`config.mk`:
```
export PLATFORM = sky130hd
export DESIGN_NAME = servo_bus_packet_engine_unit
export DESIGN_NICKNAME = d
export VERILOG_FILES = /design/src/rtl/core/sbpe_pkg.sv /design/src/rtl/core/sbpe_fifo.sv /design/src/rtl/core/sbpe_front.sv /design/src/rtl/core/sbpe_back.sv /design/src/rtl/core/servo_bus_packet_engine_unit.sv
export SDC_FILE = /design/constraint.sdc
export NUM_CORES = 1
export LEC_CHECK = 0
export BUFFER_PORTS_ARGS = -buffer_cell sky130_fd_sc_hd__buf_4
export CELL_PAD_IN_SITES_DETAIL_PLACEMENT = 1
export CELL_PAD_IN_SITES_GLOBAL_PLACEMENT = 1
export CORE_MARGIN = 2
export CORE_UTILIZATION = 53
export DETAILED_ROUTE_END_ITERATION = 10
export PLACE_DENSITY = 0.94
export SYNTH_ARGS = -nofsm -noshare
export SYNTH_HDL_FRONTEND = slang
export SYNTH_SLANG_ARGS = --single-unit
```
`constraint.sdc`:
```
create_clock -name i_clk -period 14.2 [get_ports i_clk]
set_clock_uncertainty 0.05 [all_clocks]
set_input_delay 3.55 -clock i_clk [delete_from_list [all_inputs] [get_ports i_clk]]
set_output_delay 3.55 -clock i_clk [all_outputs]
set_load 0.03 [all_outputs]
```
`src/rtl/core/sbpe_pkg.sv`:
```
`default_nettype none

package sbpe_pkg;

    // Codes of the action field of an input request.
    localparam logic [1:0] ACT_WRITE1 = 2'd0;
    localparam logic [1:0] ACT_WRITE2 = 2'd1;
    localparam logic [1:0] ACT_RX     = 2'd2;
    localparam logic [1:0] ACT_NONE   = 2'd3;

    // Command status codes.
    localparam logic [1:0] ST_NO_RESP = 2'd0;
    localparam logic [1:0] ST_OK      = 2'd1;
    localparam logic [1:0] ST_ERR     = 2'd2;

    // Fixed frame bytes.
    localparam logic [7:0] BYTE_HEADER = 8'hFF;
    localparam logic [7:0] BYTE_LEN1   = 8'h05;
    localparam logic [7:0] BYTE_LEN2   = 8'h07;
    localparam logic [7:0] BYTE_INSTR  = 8'h03;
    localparam logic [7:0] BYTE_NO_ERR = 8'h00;

    // Reply parser phases.
    typedef enum logic [2:0] {
        PH_HDR1 = 3'd0,
        PH_HDR2 = 3'd1,
        PH_ID   = 3'd2,
        PH_LEN  = 3'd3,
        PH_ERR  = 3'd4
    } t_phase;

    // Kind of work handed from the front to the back.
    typedef enum logic [1:0] {
        KIND_WRITE1 = 2'd0,
        KIND_WRITE2 = 2'd1,
        KIND_REPORT = 2'd2
    } t_kind;

    // One queued command: a frame to serialize or a status report.
    typedef struct packed {
        t_kind       kind;
        logic [7:0]  servo_id;
        logic [7:0]  table_address;
        logic [15:0] data_first;
        logic [15:0] data_second;
        logic [1:0]  status;
        logic        mismatch;
    } t_cmd;

endpackage

`default_nettype wire

```
`src/rtl/core/sbpe_fifo.sv`:
```
`default_nettype none

module sbpe_fifo #(
    parameter int DEPTH = 2
) (
    input  wire                 i_clk,
    input  wire                 i_rst_n,
    input  wire                 i_push,
    input  wire sbpe_pkg::t_cmd i_data,
    output logic                o_full,
    input  wire                 i_pop,
    output logic                o_empty,
    output sbpe_pkg::t_cmd      o_data
);

    localparam int AW = (DEPTH > 1) ? $clog2(DEPTH) : 1;
    localparam int CW = $clog2(DEPTH + 1);
    localparam logic [CW-1:0] FULL_COUNT = CW'(DEPTH);
    localparam logic [AW-1:0] LAST_ADDR  = AW'(DEPTH - 1);

    sbpe_pkg::t_cmd r_mem [DEPTH];
    logic [AW-1:0]  r_wr;
    logic [AW-1:0]  r_rd;
    logic [CW-1:0]  r_count;
    logic           wr_en;
    logic           rd_en;

    assign o_full  = (r_count == FULL_COUNT);
    assign o_empty = (r_count == '0);
    assign o_data  = r_mem[r_rd];
    assign wr_en   = i_push && !o_full;
    assign rd_en   = i_pop && !o_empty;

    always_ff @(posedge i_clk) begin
        if (!i_rst_n) begin
            r_wr    <= '0;
            r_rd    <= '0;
            r_count <= '0;
        end else begin
            if (wr_en) begin
                r_wr <= (r_wr == LAST_ADDR) ? '0 : r_wr + 1'b1;
            end
            if (rd_en) begin
                r_rd <= (r_rd == LAST_ADDR) ? '0 : r_rd + 1'b1;
            end
            if (wr_en && !rd_en) begin
                r_count <= r_count + 1'b1;
            end else if (rd_en && !wr_en) begin
                r_count <= r_count - 1'b1;
            end
        end
    end

    always_ff @(posedge i_clk) begin
        if (wr_en) begin
            r_mem[r_wr] <= i_data;
        end
    end

`ifndef ASSERT_OFF
    a_count_bound: assert property (@(posedge i_clk) disable iff (!i_rst_n)
        r_count <= FULL_COUNT)
        else $error("queue count beyond depth");
`endif

endmodule

`default_nettype wire

```
`src/rtl/core/sbpe_front.sv`:
```
`default_nettype none

module sbpe_front (
    input  wire            i_clk,
    input  wire            i_rst_n,
    input  wire            i_push,
    input  wire            i_q_full,
    input  wire [1:0]      i_action,
    input  wire [7:0]      i_servo_id,
    input  wire [7:0]      i_table_address,
    input  wire [15:0]     i_data_first,
    input  wire [15:0]     i_data_second,
    input  wire [7:0]      i_rx_byte,
    output logic           o_enq,
    output sbpe_pkg::t_cmd o_cmd
);

    sbpe_pkg::t_phase r_phase;
    sbpe_pkg::t_phase n_phase;
    logic [7:0]       r_last_id;
    logic [7:0]       n_last_id;
    logic [1:0]       r_status;
    logic [1:0]       n_status;
    logic             accept;
    logic             is_wr;
    logic             is_rx;
    logic             mis;

    assign accept = i_push && !i_q_full;
    assign is_wr  = (i_action == sbpe_pkg::ACT_WRITE1) || (i_action == sbpe_pkg::ACT_WRITE2);
    assign is_rx  = (i_action == sbpe_pkg::ACT_RX);

    // Parser next state.
    always_comb begin
        n_phase = r_phase;
        if (accept && is_rx) begin
            unique case (r_phase)
                sbpe_pkg::PH_HDR1: begin
                    if (i_rx_byte == sbpe_pkg::BYTE_HEADER) n_phase = sbpe_pkg::PH_HDR2;
                end
                sbpe_pkg::PH_HDR2: begin
                    if (i_rx_byte == sbpe_pkg::BYTE_HEADER) n_phase = sbpe_pkg::PH_ID;
                end
                sbpe_pkg::PH_ID: begin
                    n_phase = (i_rx_byte == r_last_id) ? sbpe_pkg::PH_LEN
                                                       : sbpe_pkg::PH_HDR1;
                end
                sbpe_pkg::PH_LEN: begin
                    n_phase = sbpe_pkg::PH_ERR;
                end
                default: begin
                    n_phase = sbpe_pkg::PH_HDR1;
                end
            endcase
        end
    end

    // Parser and sender outputs: status, last id and the mismatch flag.
    always_comb begin
        mis       = 1'b0;
        n_status  = r_status;
        n_last_id = r_last_id;
        if (accept && is_wr) begin
            n_status  = sbpe_pkg::ST_NO_RESP;
            n_last_id = i_servo_id;
        end else if (accept && is_rx) begin
            unique case (r_phase)
                sbpe_pkg::PH_ID: begin
                    mis = (i_rx_byte != r_last_id);
                end
                sbpe_pkg::PH_ERR: begin
                    n_status = (i_rx_byte == sbpe_pkg::BYTE_NO_ERR) ? sbpe_pkg::ST_OK
                                                                    : sbpe_pkg::ST_ERR;
                end
                default: begin
                    mis = 1'b0;
                end
            endcase
        end
    end

    always_comb begin
        unique case (i_action)
            sbpe_pkg::ACT_WRITE1: o_cmd.kind = sbpe_pkg::KIND_WRITE1;
            sbpe_pkg::ACT_WRITE2: o_cmd.kind = sbpe_pkg::KIND_WRITE2;
            default:              o_cmd.kind = sbpe_pkg::KIND_REPORT;
        endcase
        o_cmd.servo_id      = i_servo_id;
        o_cmd.table_address = i_table_address;
        o_cmd.data_first    = i_data_first;
        o_cmd.data_second   = i_data_second;
        o_cmd.status        = n_status;
        o_cmd.mismatch      = mis;
    end

    // The unused action code is taken and dropped.
    assign o_enq = accept && (is_wr || is_rx);

    always_ff @(posedge i_clk) begin
        if (!i_rst_n) begin
            r_phase   <= sbpe_pkg::PH_HDR1;
            r_last_id <= '0;
            r_status  <= sbpe_pkg::ST_NO_RESP;
        end else begin
            r_phase   <= n_phase;
            r_last_id <= n_last_id;
            r_status  <= n_status;
        end
    end

`ifndef ASSERT_OFF
    a_send_clears: assert property (@(posedge i_clk) disable iff (!i_rst_n)
        (accept && is_wr) |=> (r_status == sbpe_pkg::ST_NO_RESP && r_last_id == $past(i_servo_id)))
        else $error("send did not clear status or store id");
    a_mis_restarts: assert property (@(posedge i_clk) disable iff (!i_rst_n)
        (o_enq && mis) |=> (r_phase == sbpe_pkg::PH_HDR1))
        else $error("id mismatch did not restart the parser");
`endif

endmodule

`default_nettype wire

```
`src/rtl/core/sbpe_back.sv`:
```
`default_nettype none

module sbpe_back (
    input  wire                 i_clk,
    input  wire                 i_rst_n,
    input  wire                 i_q_empty,
    input  wire sbpe_pkg::t_cmd i_q_data,
    output logic                o_q_pop,
    output logic                o_empty,
    input  wire                 i_pop,
    output logic                o_is_tx,
    output logic [7:0]          o_tx_byte,
    output logic                o_frame_last,
    output logic [1:0]          o_cmd_status,
    output logic                o_id_mismatch
);

    // Byte positions within a frame.
    localparam logic [3:0] IDX_HDR1   = 4'd0;
    localparam logic [3:0] IDX_HDR2   = 4'd1;
    localparam logic [3:0] IDX_ID     = 4'd2;
    localparam logic [3:0] IDX_LEN    = 4'd3;
    localparam logic [3:0] IDX_INSTR  = 4'd4;
    localparam logic [3:0] IDX_ADDR   = 4'd5;
    localparam logic [3:0] IDX_D1_LO  = 4'd6;
    localparam logic [3:0] IDX_D1_HI  = 4'd7;
    localparam logic [3:0] IDX_D2_LO  = 4'd8;
    localparam logic [3:0] IDX_D2_HI  = 4'd9;
    localparam logic [3:0] IDX_CKSUM2 = 4'd10;

    sbpe_pkg::t_cmd r_cur;
    logic           r_busy;
    logic [3:0]     r_idx;
    logic [7:0]     r_sum;
    logic           r_out_valid;
    logic [3:0]     last_idx;
    logic [7:0]     cur_byte;
    logic           is_frame;
    logic           out_free;
    logic           advance;
    logic           done;
    logic           load;

    assign is_frame = (r_cur.kind != sbpe_pkg::KIND_REPORT);

    always_comb begin
        case (r_cur.kind)
            sbpe_pkg::KIND_WRITE1: last_idx = IDX_D2_LO;
            sbpe_pkg::KIND_WRITE2: last_idx = IDX_CKSUM2;
            default:               last_idx = IDX_HDR1;
        endcase
    end

    always_comb begin
        cur_byte = '0;
        if (is_frame) begin
            if (r_idx == last_idx) begin
                cur_byte = ~r_sum;
            end else begin
                unique case (r_idx) inside
                    IDX_HDR1, IDX_HDR2: cur_byte = sbpe_pkg::BYTE_HEADER;
                    IDX_ID:    cur_byte = r_cur.servo_id;
                    IDX_LEN:   cur_byte = (r_cur.kind == sbpe_pkg::KIND_WRITE2)
                                          ? sbpe_pkg::BYTE_LEN2 : sbpe_pkg::BYTE_LEN1;
                    IDX_INSTR: cur_byte = sbpe_pkg::BYTE_INSTR;
                    IDX_ADDR:  cur_byte = r_cur.table_address;
                    IDX_D1_LO: cur_byte = r_cur.data_first[7:0];
                    IDX_D1_HI: cur_byte = r_cur.data_first[15:8];
                    IDX_D2_LO: cur_byte = r_cur.data_second[7:0];
                    IDX_D2_HI: cur_byte = r_cur.data_second[15:8];
                    default:   cur_byte = '0;
                endcase
            end
        end
    end

    assign out_free = !r_out_valid || i_pop;
    assign advance  = r_busy && out_free;
    assign done     = advance && (r_idx == last_idx);
    assign load     = !i_q_empty && (!r_busy || done);
    assign o_q_pop  = load;
    assign o_empty  = !r_out_valid;

    always_ff @(posedge i_clk) begin
        if (!i_rst_n) begin
            r_busy      <= 1'b0;
            r_out_valid <= 1'b0;
        end else begin
            if (load) begin
                r_busy <= 1'b1;
            end else if (done) begin
                r_busy <= 1'b0;
            end
            if (advance) begin
                r_out_valid <= 1'b1;
            end else if (i_pop) begin
                r_out_valid <= 1'b0;
            end
        end
    end

    always_ff @(posedge i_clk) begin
        if (load) begin
            r_cur <= i_q_data;
            r_idx <= IDX_HDR1;
            r_sum <= '0;
        end else if (advance) begin
            r_idx <= r_idx + 1'b1;
            if (r_idx >= IDX_ID) begin
                r_sum <= r_sum + cur_byte;
            end
        end
        if (advance) begin
            o_is_tx       <= is_frame;
            o_tx_byte     <= cur_byte;
            o_frame_last  <= (r_idx == last_idx);
            o_cmd_status  <= r_cur.status;
            o_id_mismatch <= r_cur.mismatch;
        end
    end

`ifndef ASSERT_OFF
    a_idx_bound: assert property (@(posedge i_clk) disable iff (!i_rst_n)
        r_busy |-> (r_idx <= last_idx))
        else $error("frame byte index past the checksum");
    a_tx_status: assert property (@(posedge i_clk) disable iff (!i_rst_n)
        (r_out_valid && o_is_tx) |->
            (o_cmd_status == sbpe_pkg::ST_NO_RESP && !o_id_mismatch))
        else $error("frame byte with a reply status");
    a_report_form: assert property (@(posedge i_clk) disable iff (!i_rst_n)
        (r_out_valid && !o_is_tx) |-> (o_frame_last && o_tx_byte == '0))
        else $error("malformed status report");
`endif

endmodule

`default_nettype wire

```
`src/rtl/core/servo_bus_packet_engine_unit.sv`:
```
// Servo bus packet engine: builds write-instruction frames and parses status replies.
// Input channel: a queue-like push/full port. A request is taken at a clock edge where
// push is high and full is low. Action 0 or 1 sends a one- or two-word write frame to
// servo_id; action 2 feeds one received reply byte into the parser; action 3 is taken
// and dropped with no result.
// Result channel: empty/pop. While empty is low the oldest result sits on the o_ ports
// and is taken at an edge where pop is high. A write gives 9 (one word) or 11 (two words)
// frame bytes with frame_last on the checksum; a reply byte gives one status report.
// Path: with the queue and back end idle, the first result of a request passes the queue entry,
// the back end's command register and then the output register; queued work ahead streams out first.
// Throughput: while pop keeps the output free, a frame streams one byte per cycle and reply bytes
// run at one per cycle; the byte serializer in the back end sets this.
// The front classifies requests, updates the parser, last id and status at once, and hands
// a command record to a short queue, so it keeps taking requests while a frame streams out until the queue is full.
// When pop stays low the output register holds its result, the serializer stops and the
// queue fills; full then rises until the receiver drains results.
// Reset (synchronous, active low) empties queue and output, returns the parser to waiting
// for the first header, clears the last sent id and sets the status to no response.
`default_nettype none

module servo_bus_packet_engine_unit #(
    parameter int QUEUE_DEPTH = 2
) (
    input  wire        i_clk,
    input  wire        i_rst_n,
    input  wire        push,
    output logic       full,
    input  wire [1:0]  i_action,
    input  wire [7:0]  i_servo_id,
    input  wire [7:0]  i_table_address,
    input  wire [15:0] i_data_first,
    input  wire [15:0] i_data_second,
    input  wire [7:0]  i_rx_byte,
    output logic       empty,
    input  wire        pop,
    output logic       o_is_tx,
    output logic [7:0] o_tx_byte,
    output logic       o_frame_last,
    output logic [1:0] o_cmd_status,
    output logic       o_id_mismatch
);

    // Command records between front and back.
    sbpe_pkg::t_cmd enq_cmd;
    sbpe_pkg::t_cmd deq_cmd;
    logic           enq;
    logic           deq;
    logic           q_empty;

    // Front end: classifies each request and keeps the reply parser state.
    sbpe_front u_front (
        .i_clk           (i_clk),
        .i_rst_n         (i_rst_n),
        .i_push          (push),
        .i_q_full        (full),
        .i_action        (i_action),
        .i_servo_id      (i_servo_id),
        .i_table_address (i_table_address),
        .i_data_first    (i_data_first),
        .i_data_second   (i_data_second),
        .i_rx_byte       (i_rx_byte),
        .o_enq           (enq),
        .o_cmd           (enq_cmd)
    );

    // Short queue that decouples classification from serialization.
    sbpe_fifo #(
        .DEPTH (QUEUE_DEPTH)
    ) u_fifo (
        .i_clk   (i_clk),
        .i_rst_n (i_rst_n),
        .i_push  (enq),
        .i_data  (enq_cmd),
        .o_full  (full),
        .i_pop   (deq),
        .o_empty (q_empty),
        .o_data  (deq_cmd)
    );

    // Back end: serializes frames with a running checksum and registers each result.
    sbpe_back u_back (
        .i_clk         (i_clk),
        .i_rst_n       (i_rst_n),
        .i_q_empty     (q_empty),
        .i_q_data      (deq_cmd),
        .o_q_pop       (deq),
        .o_empty       (empty),
        .i_pop         (pop),
        .o_is_tx       (o_is_tx),
        .o_tx_byte     (o_tx_byte),
        .o_frame_last  (o_frame_last),
        .o_cmd_status  (o_cmd_status),
        .o_id_mismatch (o_id_mismatch)
    );

endmodule

`default_nettype wire
```
==> results.py <==
metrics = {
    "run_status": {
        "status": "complete, no violations",
    },
    "logic_synthesis": {
        "yosys.area_share.xor_xnor_pct": 1.94,
        "synth-compound-area-share_pct": 8.42,
        "synthArstFlopShare_pct": 0,
        "synth_edf_count": 172,
        "synthMuxAreaShare_pct": 7.48,
        "synthAdderAreaFrac_pct": 2.10,
        "synth_top_family_by_area": "compound AO/OA/AOI/OAI gates",
        "avgSynthCellArea_um2": 15.2,
        "synth_top_cell_by_area": "edfxtp_1",
        "synthFlopType": "edfxtp_1",
        "yosys-top-cells-area": "edfxtp_1 (64%), dfxtp_1 (7.6%), mux2_2 (7.4%), ha_1 (1.9%), xnor2_1 (1.5%)",
        "synth_cell_types": 53,
        "yosysWarnings": 0,
        "synth_nets": 610,
        "synth_seq_area_share_pct": 71.3,
        "syn_inst": 535,
        "synth_top_area_share_pct": 63.7,
        "synth-simple-area-share_pct": 6.92,
        "synth-seq-cells": 203,
        "synth_area_um2": 8110,
    },
    "drt": {
        "drc": 0,
        "drtPass1Iterations": 5,
        "drtAntennaViolNets": 0,
        "via_per_inst": 6.14,
        "vias": 5008,
        "drt_iter0_drc": 564,
        "wl_um": 20000,
        "wire_per_inst_um": 24.5,
    },
    "timing": {
        "slew_headroom_pct": 39.6,
        "tns_ns": 0,
        "fmax_ghz": 0.196,
        "rsz0062_at_grt": "no",
        "hold_viol_final": 0,
        "period_needed_ns": 5.11,
        "setup_viol": 0,
        "period_share_pct": 36.0,
        "slew_viol_final": 0,
        "whs_ns": 0.371,
        "worst_slack_ns": 9.09,
        "worstMarginPinSlew_ns": 0.899,
    },
    "floorplan": {
        "rows": 45,
        "io_pins": 77,
        "start_util_pct": 53.8,
        "dieWidth_um": 128,
        "die_h_um": 128,
        "die_area_um2": 16300,
        "core_um2": 15100,
    },
    "clock_network": {
        "numCtsBuffers": 21,
        "clock-sinks": 203,
        "insertion_delay_ns": 0.51,
        "htree_levels": 1,
        "post_cts_buffers": 0,
        "cts-root-buf": "clkbuf_16",
        "max-clock-path-buffers": 3,
        "cts_hold_buf": 0,
        "cts_tree": "built",
        "cts_resized": 0,
        "clk_pin_slew_worst_paths_ns": 0.06,
    },
    "placed_design": {
        "place.gp.congestion": 0.852,
        "io_buffers": 76,
        "dp_slack_ns": 8.64,
        "dpl.cell_count": 778,
        "placement.cell_area_um2": 8870,
        "hpwl_um": 12400,
    },
    "global_routing": {
        "antenna_found_initial": 0,
        "grt_pass1_vias": 5456,
        "grt_start_max_net_pins": 66,
        "track_usage_pct": 25.0,
        "grt_pass1_wl_um": 30900,
        "grt_overflow_total": 0,
    },
    "finish": {
        "fin_area_um2": 9590,
        "layout.cells.most_common": "edfxtp_1",
        "diodes": 0,
        "nFillCells": 1366,
        "fin_cells": 816,
        "layout_common_cells": "edfxtp_1 (172), buf_4 (82), mux2_2 (53), dfxtp_1 (30), nand2_1 (26)",
        "areaGrowthSynthToFinish_pct": 18.2,
        "drive_gt1_share_pct": 28.5,
        "layout.nets": 688,
    },
    "power_and_ir_drop": {
        "irDropWorstVdd_mv": 0.118,
        "p_leak_nw": 3.32,
        "power_density_nw_per_um2": 214,
    },
    "critical_path": {
        "worst-endpoint-arrival_ns": 5.19,
        "crit_fanout": 53,
        "required_ns": 14.28,
        "start_kind": "primary input",
        "crit_type": "primary input to flip-flop",
        "endpoint_kind": "flip-flop",
        "reg2reg_slack_ns": 10.05,
    },
    "worst_hold_path": {
        "hp-class": "flip-flop to flip-flop",
    },
    "job": {
        "maxCapViolCount": 0,
    },
}
-- synthesized netlist by cell type (8+ instances only) --
cell type / instances
a21boi_0: 12
ha_1: 12
a21oi_1: 23
nor2_1: 25
nand2_1: 26
xnor2_1: 14
mux2_2: 53
nor2b_1: 10
o21ai_0: 16
clkbuf_1: 22
edfxtp_1: 172
a211oi_1: 8
inv_1: 12
dfxtp_1: 31
a22oi_1: 8
nor3_1: 9
-- power by group --
group / internal (mW) / leakage, nW / switching, mW / total, mW
clock network: 0.347 / 0.358 / 0.231 / 0.578
logic: 0.215 / 1.11 / 0.367 / 0.582
registers: 0.829 / 1.86 / 0.0629 / 0.892
total: 1.39 / 3.32 / 0.661 / 2.05
-- per-stage QoR --
step / power, mW / utilization [%]
final: 2.05 / 63.6
after detailed placement: 1.47 / 58.8
after floorplan: 1.27 / -
after global routing: 2.14 / 63.6
after global placement: 1.41 / 58.8
after CTS: 2.06 / 63.6
-- critical path: stages --
cell and delay (ns):
buf_4 0.08, o21ai_1 0.29, a21oi_1 0.41, and2_2 0.21, buf_4 0.60
-- flip-flops by register name, indices dropped and copies added, names as in the netlist, 2 cells and up --
register / cells
u_back.r_idx: 4
u_front.r_phase: 3
u_front.r_status: 2
u_fifo.r_count: 2
u_back.o_cmd_status: 2
u_back.r_cur: 53
u_back.o_tx_byte: 8
u_back.r_sum: 8
u_fifo.r_mem: 106
u_front.r_last_id: 8
-- cells by family after synthesis --
kind of cell,after synthesis
AO/OA/AOI/OAI,101
XOR/XNOR,18
adder cells (fa/ha/maj),13
buffers and inverters,39
flip-flops,203
multiplexers,54
AND/OR/NAND/NOR,107
-- final timing paths --
path	end	cells after the start	startpoint
max	u_fifo.r_mem[1][39]	5	push
min reg2reg	u_back.o_id_mismatch	0	u_back.r_cur[0]
min	u_back.o_id_mismatch	0	u_back.r_cur[0]
max reg2reg	u_back.r_sum[7]	13	u_back.r_idx[1]
-- routing by layer --
metal  track usage [%]  routed length (um)
met5                 0                   0
met3              4.42                1190
met1              29.7                7510
met2              45.1               10500
met4              10.0                 744
-- final cells by class --
| class | instances | area, um^2 | area share, % |
|---|---|---|---|
| Multi-Input combinational cell | 293 | 2190 | 22.8 |
| Sequential cell | 203 | 5790 | 60.3 |
| Inverter | 12 | 45.0 | 0.469 |
| Clock inverter | 15 | 190 | 1.98 |
| Tap cell | 188 | 235 | 2.45 |
| Clock buffer | 23 | 533 | 5.56 |
| Timing Repair Buffer | 82 | 616 | 6.42 |
(Power assumes the default switching activity.)
